## config.mk

```make
export PLATFORM = sky130hd
export DESIGN_NAME = idr_ctrl
export DESIGN_NICKNAME = d
export VERILOG_FILES = /design/src/rtl/idr_pkg.sv /design/src/rtl/idr_ctrl.sv
export SDC_FILE = /design/constraint.sdc
export NUM_CORES = 1
export LEC_CHECK = 0
export ABC_AREA = 1
export ABC_CLOCK_PERIOD_IN_PS = 2800
export BUFFER_PORTS_ARGS = -buffer_cell sky130_fd_sc_hd__buf_2
export CAP_MARGIN = 20
export CORE_ASPECT_RATIO = 0.75
export CORE_MARGIN = 5
export CORE_UTILIZATION = 25
export DETAILED_ROUTE_END_ITERATION = 12
export HOLD_SLACK_MARGIN = 0.03
export PLACE_DENSITY = 0.4
export SYNTH_ARGS = -nofsm -noshare
export SYNTH_HDL_FRONTEND = slang
export SYNTH_SLANG_ARGS = --single-unit
```

## constraint.sdc

```tcl
create_clock -name clock -period 2.8 [get_ports clock]
set_clock_uncertainty 0.1 [all_clocks]
set_input_delay 0.28 -clock clock [delete_from_list [all_inputs] [get_ports clock]]
set_output_delay 0.28 -clock clock [all_outputs]
set_load 0.02 [all_outputs]
```

## src/rtl/idr_pkg.sv

```systemverilog
// package for the inertial dead reckoning block: types, constants, sine rom
// no dependencies; used by every module under rtl but idr_checker
`default_nettype none

package idr_pkg;

   localparam int SINE_TABLE_DEPTH = 1024;                 // power of two, 64 to 4096
   localparam int SINE_IDX_W       = $clog2(SINE_TABLE_DEPTH);
   localparam int SINE_QUARTER     = SINE_TABLE_DEPTH / 4;
   localparam int SINE_K_W         = SINE_IDX_W - 1;       // holds 0 .. quarter inclusive

   localparam logic [23:0] GRAVITY_RESET = 24'd642689;
   localparam longint unsigned HALF_PI_Q30 = 64'd1686629713;
   localparam longint unsigned ONE_Q30     = 64'd1073741824;

   typedef logic [14:0] sine_rom_type [SINE_QUARTER+1];

   // quarter wave of sine magnitudes, unsigned q0.15, folded taylor series
   function automatic sine_rom_type build_sine_rom();
      sine_rom_type    rom;
      longint unsigned frac;
      longint unsigned x;
      longint unsigned x2;
      longint unsigned f;
      longint unsigned r;
      longint unsigned q;
      for (int k = 0; k <= SINE_QUARTER; k++) begin
         frac = longint'(k) << (32 - SINE_IDX_W);
         x  = (frac * HALF_PI_Q30) >> 30;
         x2 = (x * x) >> 30;
         f  = ONE_Q30 - x2 / 110;
         f  = ONE_Q30 - ((x2 * f) >> 30) / 72;
         f  = ONE_Q30 - ((x2 * f) >> 30) / 42;
         f  = ONE_Q30 - ((x2 * f) >> 30) / 20;
         f  = ONE_Q30 - ((x2 * f) >> 30) / 6;
         r  = (x * f) >> 30;
         q  = (r + 64'd16384) >> 15;
         rom[k] = (q > 64'd32767) ? 15'h7fff : q[14:0];
      end
      return rom;
   endfunction

   localparam sine_rom_type SINE_ROM = build_sine_rom();

   // input item, first field in the highest bits
   typedef struct packed {
      logic [31:0]        sample_time;
      logic [15:0]        heading_angle;
      logic [15:0]        roll_angle;
      logic [15:0]        pitch_angle;
      logic signed [15:0] accel_forward;
      logic signed [15:0] accel_side_raw;
   } item_type;

   // result item, first field in the highest bits
   typedef struct packed {
      logic [31:0]        elapsed_time;
      logic signed [31:0] global_accel_y;
      logic signed [31:0] global_accel_x;
      logic signed [31:0] velocity_y;
      logic signed [31:0] velocity_x;
      logic signed [31:0] position_y;
      logic signed [31:0] position_x;
   } result_type;

   typedef enum logic [4:0] {
      ST_IDLE, ST_SIN_P, ST_SIN_R, ST_SIN_H, ST_COS_H, ST_TILT,
      ST_MUL_GS, ST_MUL_GF, ST_MUL_SC, ST_MUL_FS, ST_MUL_SS, ST_MUL_FC,
      ST_MUL_VX, ST_ROT_GY, ST_MUL_VY, ST_MUL_PX, ST_MUL_PY, ST_FIN, ST_OUT
   } state_type;

   typedef enum logic [4:0] {
      OP_NONE, OP_LOAD, OP_SIN_P, OP_SIN_R, OP_SIN_H, OP_COS_H, OP_TILT,
      OP_MUL_GS, OP_MUL_GF, OP_MUL_SC, OP_MUL_FS, OP_MUL_SS, OP_MUL_FC,
      OP_MUL_VX, OP_ROT_GY, OP_MUL_VY, OP_MUL_PX, OP_MUL_PY, OP_FIN
   } op_type;

   typedef struct packed {
      op_type op;
      logic   in_ready;
      logic   out_valid;
   } cmd_type;

endpackage

`default_nettype wire

```

## src/rtl/idr_ctrl.sv

```systemverilog
// sequencer for the dead reckoning datapath: one step per state
// depends on idr_pkg
`default_nettype none

module idr_ctrl (
   input  wire logic            clock,
   input  wire logic            reset,
   input  wire logic            in_valid,
   input  wire logic            out_ready,
   output idr_pkg::cmd_type     cmd
);

   idr_pkg::state_type state_ff;
   idr_pkg::state_type state_in;

   always_ff @(posedge clock) begin
      if (reset) begin
         state_ff <= idr_pkg::ST_IDLE;
      end else begin
         state_ff <= state_in;
      end
   end

   always_comb begin
      state_in      = state_ff;
      cmd.op        = idr_pkg::OP_NONE;
      cmd.in_ready  = 1'b0;
      cmd.out_valid = 1'b0;
      case (state_ff)
         idr_pkg::ST_IDLE: begin
            cmd.in_ready = 1'b1;
            if (in_valid) begin
               cmd.op   = idr_pkg::OP_LOAD;
               state_in = idr_pkg::ST_SIN_P;
            end
         end
         idr_pkg::ST_SIN_P:   begin cmd.op = idr_pkg::OP_SIN_P;   state_in = idr_pkg::ST_SIN_R;   end
         idr_pkg::ST_SIN_R:   begin cmd.op = idr_pkg::OP_SIN_R;   state_in = idr_pkg::ST_SIN_H;   end
         idr_pkg::ST_SIN_H:   begin cmd.op = idr_pkg::OP_SIN_H;   state_in = idr_pkg::ST_COS_H;   end
         idr_pkg::ST_COS_H:   begin cmd.op = idr_pkg::OP_COS_H;   state_in = idr_pkg::ST_TILT;    end
         idr_pkg::ST_TILT:    begin cmd.op = idr_pkg::OP_TILT;    state_in = idr_pkg::ST_MUL_GS;  end
         idr_pkg::ST_MUL_GS:  begin cmd.op = idr_pkg::OP_MUL_GS;  state_in = idr_pkg::ST_MUL_GF;  end
         idr_pkg::ST_MUL_GF:  begin cmd.op = idr_pkg::OP_MUL_GF;  state_in = idr_pkg::ST_MUL_SC;  end
         idr_pkg::ST_MUL_SC:  begin cmd.op = idr_pkg::OP_MUL_SC;  state_in = idr_pkg::ST_MUL_FS;  end
         idr_pkg::ST_MUL_FS:  begin cmd.op = idr_pkg::OP_MUL_FS;  state_in = idr_pkg::ST_MUL_SS;  end
         idr_pkg::ST_MUL_SS:  begin cmd.op = idr_pkg::OP_MUL_SS;  state_in = idr_pkg::ST_MUL_FC;  end
         idr_pkg::ST_MUL_FC:  begin cmd.op = idr_pkg::OP_MUL_FC;  state_in = idr_pkg::ST_MUL_VX;  end
         idr_pkg::ST_MUL_VX:  begin cmd.op = idr_pkg::OP_MUL_VX;  state_in = idr_pkg::ST_ROT_GY;  end
         idr_pkg::ST_ROT_GY:  begin cmd.op = idr_pkg::OP_ROT_GY;  state_in = idr_pkg::ST_MUL_VY;  end
         idr_pkg::ST_MUL_VY:  begin cmd.op = idr_pkg::OP_MUL_VY;  state_in = idr_pkg::ST_MUL_PX;  end
         idr_pkg::ST_MUL_PX:  begin cmd.op = idr_pkg::OP_MUL_PX;  state_in = idr_pkg::ST_MUL_PY;  end
         idr_pkg::ST_MUL_PY:  begin cmd.op = idr_pkg::OP_MUL_PY;  state_in = idr_pkg::ST_FIN;     end
         idr_pkg::ST_FIN:     begin cmd.op = idr_pkg::OP_FIN;     state_in = idr_pkg::ST_OUT;     end
         idr_pkg::ST_OUT: begin
            cmd.out_valid = 1'b1;
            if (out_ready) begin
               state_in = idr_pkg::ST_IDLE;
            end
         end
         default: state_in = idr_pkg::ST_IDLE;
      endcase
   end

endmodule

`default_nettype wire

```

==> key figures, run 1 <==
Run status
  – Status: finished clean

Power and ir drop
  – Power Density: ~550 nW/µm²
  – Sw power: ~0.00011 W
  – Leakage: 0.288 nW
  – Switch share: 38.9%
  – Cell-internal power: approximately 0.00017 W
  – Gate power share: between 30% and 40%
  – Seq pwr share: 32.2%
  – Worst VDD drop: ~0.00022 V
  – Clock network fraction of total power: 28.5%
  – Tot Pwr: approximately 0.00027 W

GRT
  – Initial antenna violation count: 0
  – Global-route total usage across every layer: 8.73%
  – First-pass GRT wire length: 1800 µm
  – Largest net degree at the start of global routing: 10
  – Vias in the first global route: 436
  – Total grt overflow: 0

Synthesis
  – Synth warn: 0
  – Synth Instances: roughly 80
  – Unique masters post-synth: 15
  – Avg Cell Area, Syn: ~5.6 µm²
  – Synth Register Bits: 5
  – Sequential area share after synthesis: 22.9%
  – Syn nets: 82
  – Post-Syn Area: 438 µm²

Floorplan
  – Chip Width: slightly below 60 µm
  – IO Count: 11
  – Die H: between 40 and 50 µm
  – Die footprint: about 2700 µm²
  – Core area: ~1700 µm²
  – Core Rows: 13
  – Starting density of the core: between 20% and 30%

Final layout
  – Antenna cells: 0
  – Syn-to-layout area delta: 13.7%
  – Nets: slightly above 90
  – Fillcell total: roughly 220
  – Share of cells above drive strength 1: between 10% and 20%
  – Most flops, register: state_ff
  – Max reg flops: 5
  – Biggest regs: state_ff (5)

CTS
  – Worst skew pair latency: approximately 0.23 ns
  – Post_cts resized: 0
  – Post-CTS Setup Bufs: 0
  – CTS clk-pin slew, worst paths: roughly 0.040 ns
  – TritonCTS clock tree: done
  – Hold-fix buffers, CTS: 0
  – H-tree Lvls: 1
  – Clock sink total: 5
  – Longest Clk Path Bufs: 2
  – Clk root buf: clkbuf_4
  – TritonCTS Buffers: 3

Setup path
  – Flop2flop setup slack: between 1 and 1.5 ns
  – Critical Path Sink: cmd[3]
  – Setup crit start: state_ff[4]$_SDFFE_PP0P_
  – Worst endpoint data arrival time: 1.45 ns
  – Worst R2R Path Depth: 7
  – Setup CP Type: reg2out
  – CP required: around 2.4 ns
  – CP max FO: 9
  – Startpoint types: flop
  – Critical R2R Launch: state_ff[4]$_SDFFE_PP0P_
  – Setup crit end kind: output pin
  – R2r endpoint: state_ff[1]$_SDFFE_PP0P_

Place
  – Port-buffer cells: 10
  – Placer Congestion: 0.834
  – DP HPWL: between 800 and 900 µm

Routing
  – Total number of vias: ~480
  – Final ANT Viol Nets: 0
  – 1st-pass router iterations: 4
  – DRT Wirelength: between 1000 and 1500 µm
  – Routed vias/inst: 4.39
  – WL/cell: 9.42 µm
  – Iter 0 DRT Violations: 15
  – DRC violations left: 0

Timing
  – Slew Limit Fails: 0
  – Sum of negative setup slack: 0 ns
  – Worst-Margin Slew: between 0.2 and 0.3 ns
  – Fmax: between 500 and 600 MHz
  – Finish-stage setup viols: 0
  – Unrepaired setup endpoints after global routing: false
  – Post-route clock period utilization: 65.4%
  – Slew margin rel.: approximately 80%
  – Final Hold Viols: 0
  – Fin crit period: between 1.5 and 2 ns

Hold path
  – Hold/Removal Path Class: in2reg

Job
  – Max-Cap Viols: 0
area by class of cell:
cell class	count	area, µm²	area share, %
inverters	12	45.0	9.05
clock buffers	4	26.3	5.28
repair buffers	10	50.0	10.1
multi-input cells	56	249	50.0
flip-flops and latches	5	100	20.1
well taps	22	27.5	5.53
power groups by stage:
stage               clock network, W  logic (W)  registers, W
finish                     0.0000784   0.000108     0.0000884
floorplan                          0  0.0000896     0.0000867
detailed placement                 0   0.000109     0.0000895
CTS                        0.0000840   0.000110     0.0000882
global placement                   0   0.000113     0.0000890
global route               0.0000910   0.000124     0.0000909
how the worst min path moves through the flow:
stage,from,to,cells after the start
CTS,reset,state_ff[3]$_SDFFE_PP0P_,2
floorplan,reset,state_ff[3]$_SDFFE_PP0P_,1
detailed placement,reset,state_ff[3]$_SDFFE_PP0P_,2
finish,reset,state_ff[3]$_SDFFE_PP0P_,2
global route,reset,state_ff[4]$_SDFFE_PP0P_,2
global placement,reset,state_ff[3]$_SDFFE_PP0P_,2
synth_stat cells:
master,number,area [µm²]
nand4_1,1,6.26
dfxtp_1,5,100
nor2_1,14,52.6
buf_4,4,30.0
inv_2,2,7.51
inv_1,10,37.5
nor3_2,1,10.0
nand3_1,9,45.0
nand2_1,24,90.1
o21ai_2,1,8.76
clkbuf_8,1,13.8
a21oi_1,3,15.0
o221ai_1,1,8.76
o21bai_1,1,7.51
nor3_1,1,5.00
layout by cell type (no fill, tap or decap), drive strengths merged:
cell and instances:
buf 10, nand2 24, nor3 2, inv 12, dfxtp 5, nand4 1, clkbuf 4, o21ai 1
o221ai 1, nand3 9, nor2 14, a21oi 3, o21bai 1
layer usage:
metal  routed length (µm)  vias up  track usage, %
met1                  530      209            11.4
met2                  437        7            13.1
met3                   53        2            2.52
met5                    0        -               0
met4                    5        0            4.17
li1                     -      261               -
critical path, cell delays in order (launching register included):
cell and delay [ns]:
dfxtp_1 0.48, inv_1 0.17, nand3_1 0.16, nor2_1 0.05
nor2_1 0.13, nand3_1 0.07, buf_2 0.16
through the flow:
step	setup WS (ns)	utilization (%)	cell area (µm²)	std cells	hold WS, ns
4_1_cts	0.971	29.4	498	109	0.164
6_report	0.969	29.4	498	109	0.165
2_1_floorplan	1.26	-	438	78	0.249
3_3_place_gp	1.16	27.9	472	105	0.406
3_5_place_dp	1.23	27.9	472	105	0.416
5_1_grt	0.758	29.4	498	109	0.190
logic make-up (layout without fill, tap and decap cells):
kind of cell / count (synthesis) / after routing / share of synthesized area (%)
DFF: 5 / 5 / 22.9
AOI/OAI and AO/OA: 6 / 6 / 9.14
buffers and inverters: 17 / 26 / 20.3
and+or+nand+nor: 50 / 50 / 47.7
Power figures use the tool's default switching activity.
==> inputs of run 2 (changes only) <==
ABC_AREA = 0   (was 1)
ABC_CLOCK_PERIOD_IN_PS = 1600   (was 2800)
CORE_ASPECT_RATIO = unset   (was 0.75)
PLACE_DENSITY = 0.43   (was 0.4)
clock period = 1.6 ns   (was 2.8 ns; I/O delays follow)
==> key figures, run 2 <==
Run status
  – Status: finished with violations
  – Failing checks: negative setup slack

CTS
  – Clk root buf: clkbuf_4
  – H-tree Lvls: 1 (unchanged)
  – TritonCTS clock tree: done
  – Worst skew pair latency: 0.24 ns (about the same)
  – Clock sink total: 5 (unchanged)
  – CTS clk-pin slew, worst paths: 0.04 ns (about the same)
  – Longest Clk Path Bufs: 2 (unchanged)
  – TritonCTS Buffers: 3 (unchanged)

Setup path
  – Setup crit end kind: output pin
  – CP required: 1.34 ns (-1.08 ns)
  – Startpoint types: flop
  – Worst R2R Path Depth: 5 (-2)
  – Critical R2R Launch: state_ff[1]$_SDFFE_PP0P_
  – R2r endpoint: state_ff[0]$_SDFFE_PP0P_
  – Worst endpoint data arrival time: 1.41 ns (-0.04 ns)
  – Setup CP Type: reg2out
  – Flop2flop setup slack: 0.14 ns (-1.27 ns)
  – CP max FO: 6 (-3)

Routing
  – Iter 0 DRT Violations: 5 (-10)
  – WL/cell: 11.1 µm (+18%)
  – Final ANT Viol Nets: 0 (unchanged)
  – Total number of vias: 328 (-32%)
  – DRC violations left: 0 (unchanged)
  – Routed vias/inst: 4.49 (+2.2%)
  – DRT Wirelength: 810 µm (-21%)
  – 1st-pass router iterations: 4 (unchanged)

Final layout
  – Post-route cell area: 449 µm² (-9.8%)
  – Fillcell total: 151 (-31%)
  – Antenna cells: 0 (unchanged)
  – Nets: 63 (-32%)
  – Most flops, register: state_ff
  – Final Non-Filler Cells: 73 (-33%)
  – Area of the multi-input gates: 190 µm² (-24%)
  – Most frequent cells in the layout: buf_2 (9), buf_4 (7), nor3_1 (5)
  – Syn-to-layout area delta: 35.5%
  – Share of cells above drive strength 1: 46.6% (+27 points)
  – Max reg flops: 5 (unchanged)
  – FF+latch area: 103 µm² (+2.5%)
  – Biggest regs: state_ff (5)
  – Most common cell after layout, fill and taps aside: buf_2

Power and ir drop
  – Power Density: 790 nW/µm² (+43%)
  – Leakage: 0.211 nW (-27%)
  – Worst VDD drop: 0.000406 V (+81%)

Floorplan
  – Core Rows: 13 (unchanged)
  – Core area: 1280 µm² (-24%)
  – Chip Width: 46.4 µm (-20%)
  – Die H: 46.4 µm (+0.38%)
  – Die footprint: 2150 µm² (-20%)
  – IO Count: 11 (unchanged)
  – Starting density of the core: 25.8% (-0.084 points)

Hold path
  – Hold Path Depth: 4 (+2)
  – Sink of the worst hold path: state_ff[4]$_SDFFE_PP0P_
  – Hold_sp: out_ready
  – Hold/Removal Path Class: in2reg

Synthesis
  – Top post-synthesis cells by count: nor3_1 (6), dfxtp_1 (5), buf_4 (4), nand2_1 (4), nor2_1 (4)
  – Sequential area share after synthesis: 30.2% (+7.3 points)
  – Post-Syn Area: 332 µm² (-24%)
  – Synth Flop Type: dfxtp_1
  – Count leader, synth: nor3_1
  – Area contributors post-synth: dfxtp_1 (30%), nor3_1 (9.1%), buf_4 (9.1%)
  – Synth Instances: 44 (-44%)
  – Unique masters post-synth: 21 (+6)
  – Avg Cell Area, Syn: 7.54 µm² (+34%)
  – Ys async rst share: 0% (unchanged)
  – Count of flip-flops with a built-in enable after synthesis: 0 (unchanged)
  – Synth warn: 0 (unchanged)
  – Syn nets: 48 (-41%)
  – Area leader, netlist: dfxtp_1
  – Yosys top cell area share: 30.2% (+7.3 points)
  – Synth Register Bits: 5 (unchanged)

GRT
  – Total grt overflow: 0 (unchanged)
  – Vias in the first global route: 330 (-24%)
  – Largest net degree at the start of global routing: 11 (+1)
  – Global-route total usage across every layer: 9.48% (+0.74 points)
  – Initial antenna violation count: 0 (unchanged)
  – First-pass GRT wire length: 1410 µm (-22%)

Timing
  – Finish-stage setup viols: 2 (+2)
  – Worst-Margin Slew: 0.302 ns (+0.00811 ns)
  – Final Hold Viols: 0 (unchanged)
  – Slew margin rel.: 79.7% (-0.67 points)
  – Post-route setup slack: -0.0732 ns (-1.04 ns)
  – Fin crit period: between 1.5 and 2 ns
  – Unrepaired setup endpoints after global routing: true
  – Slew Limit Fails: 0 (unchanged)
  – Post-route clock period utilization: 105%
  – Fmax: roughly 600 MHz

Job
  – Max-Cap Viols: 0 (unchanged)

Place
  – Port-buffer cells: 10 (unchanged)
  – Placer Congestion: 0.778 (-6.7%)
  – DP HPWL: 576 µm (-34%)
  – Dpl cells: 66 (-37%)
  – Cell Area, Placed: 380 µm² (-19%)
  – Setup WS pre-CTS: 0.141 ns (-1.09 ns)
-- run 2: cell types whose count changed in the layout (fill, tap and decap cells not counted), moves of 3 or more --
cell     change
nor3_1       +4
o21ai_0      +3
nand2_1     -20
buf_4        +7
nor2_1      -10
nand3_1      -8
inv_1        -9
-- run 2: layout make-up --
class,count,share of cell area [%]
Sequential cell,5,22.8
Inverter,1,0.836
Clock buffer,4,5.85
Multi-Input combinational cell,31,42.3
Tap cell,15,4.18
Timing Repair Buffer,17,24.0
-- run 2: through the flow --
| step | TNS (ns) | util [%] | power (W) | hold slack (ns) |
|---|---|---|---|---|
| floorplan | 0 | - | 0.000188 | 0.131 |
| global placement | 0 | 29.6 | 0.000203 | 0.255 |
| detailed placement | 0 | 29.6 | 0.000203 | 0.256 |
| CTS | -0.108 | 33.7 | 0.000360 | 0.151 |
| global route | -0.442 | 35.0 | 0.000377 | 0.178 |
| finish | -0.0879 | 35.0 | 0.000355 | 0.155 |
-- run 2: cells by family after synthesis --
kind of cell	synth area share (%)
xor gates and xnor gates	5.28
and+or+nand+nor	33.2
AOI/OAI and AO/OA	15.1
DFF	30.2
buffers and inverters	16.2
-- run 2: critical path, cell delays in order, from the launching register on --
cell and delay, ns:
dfxtp_2 0.34, buf_4 0.15, nor3_1 0.30, a22o_1 0.20, nor2_1 0.04, buf_4 0.15
-- run 2: how the worst max path moves through the flow --
stage                                        start     end  depth (start not counted)
final                     state_ff[1]$_SDFFE_PP0P_  cmd[2]                          5
after global routing      state_ff[1]$_SDFFE_PP0P_  cmd[2]                          5
after CTS                 state_ff[1]$_SDFFE_PP0P_  cmd[2]                          4
after global placement    state_ff[1]$_SDFFE_PP0P_  cmd[2]                          4
after detailed placement  state_ff[1]$_SDFFE_PP0P_  cmd[2]                          4
after floorplan           state_ff[1]$_SDFFE_PP0P_  cmd[2]                          4
-- run 2: timing repair --
action / CTS / global route
endpoints found under the setup margin: 5 / 5
hold buffers: 1 / 0
hold endpoints to repair: 1 / 0
buffers inserted: 1 / 1
resized for setup: 3 / 3
pin swaps: 1 / 0
-- run 2: layer usage --
metal	global-route usage, %	vias up	share of wire [%]
met5	0	-	0
met4	6.82	0	0.62
met3	3.52	2	4.3
met2	12.6	6	52
met1	12.2	144	43
li1	-	176	-
-- run 2: report_power, final --
| group | internal [W] | total [W] | switching (W) |
|---|---|---|---|
| Clock | 0.0000940 | 0.000142 | 0.0000478 |
| Combinational | 0.0000377 | 0.0000792 | 0.0000415 |
| Sequential | 0.000130 | 0.000134 | 0.00000424 |
| Total | 0.000261 | 0.000355 | 0.0000936 |
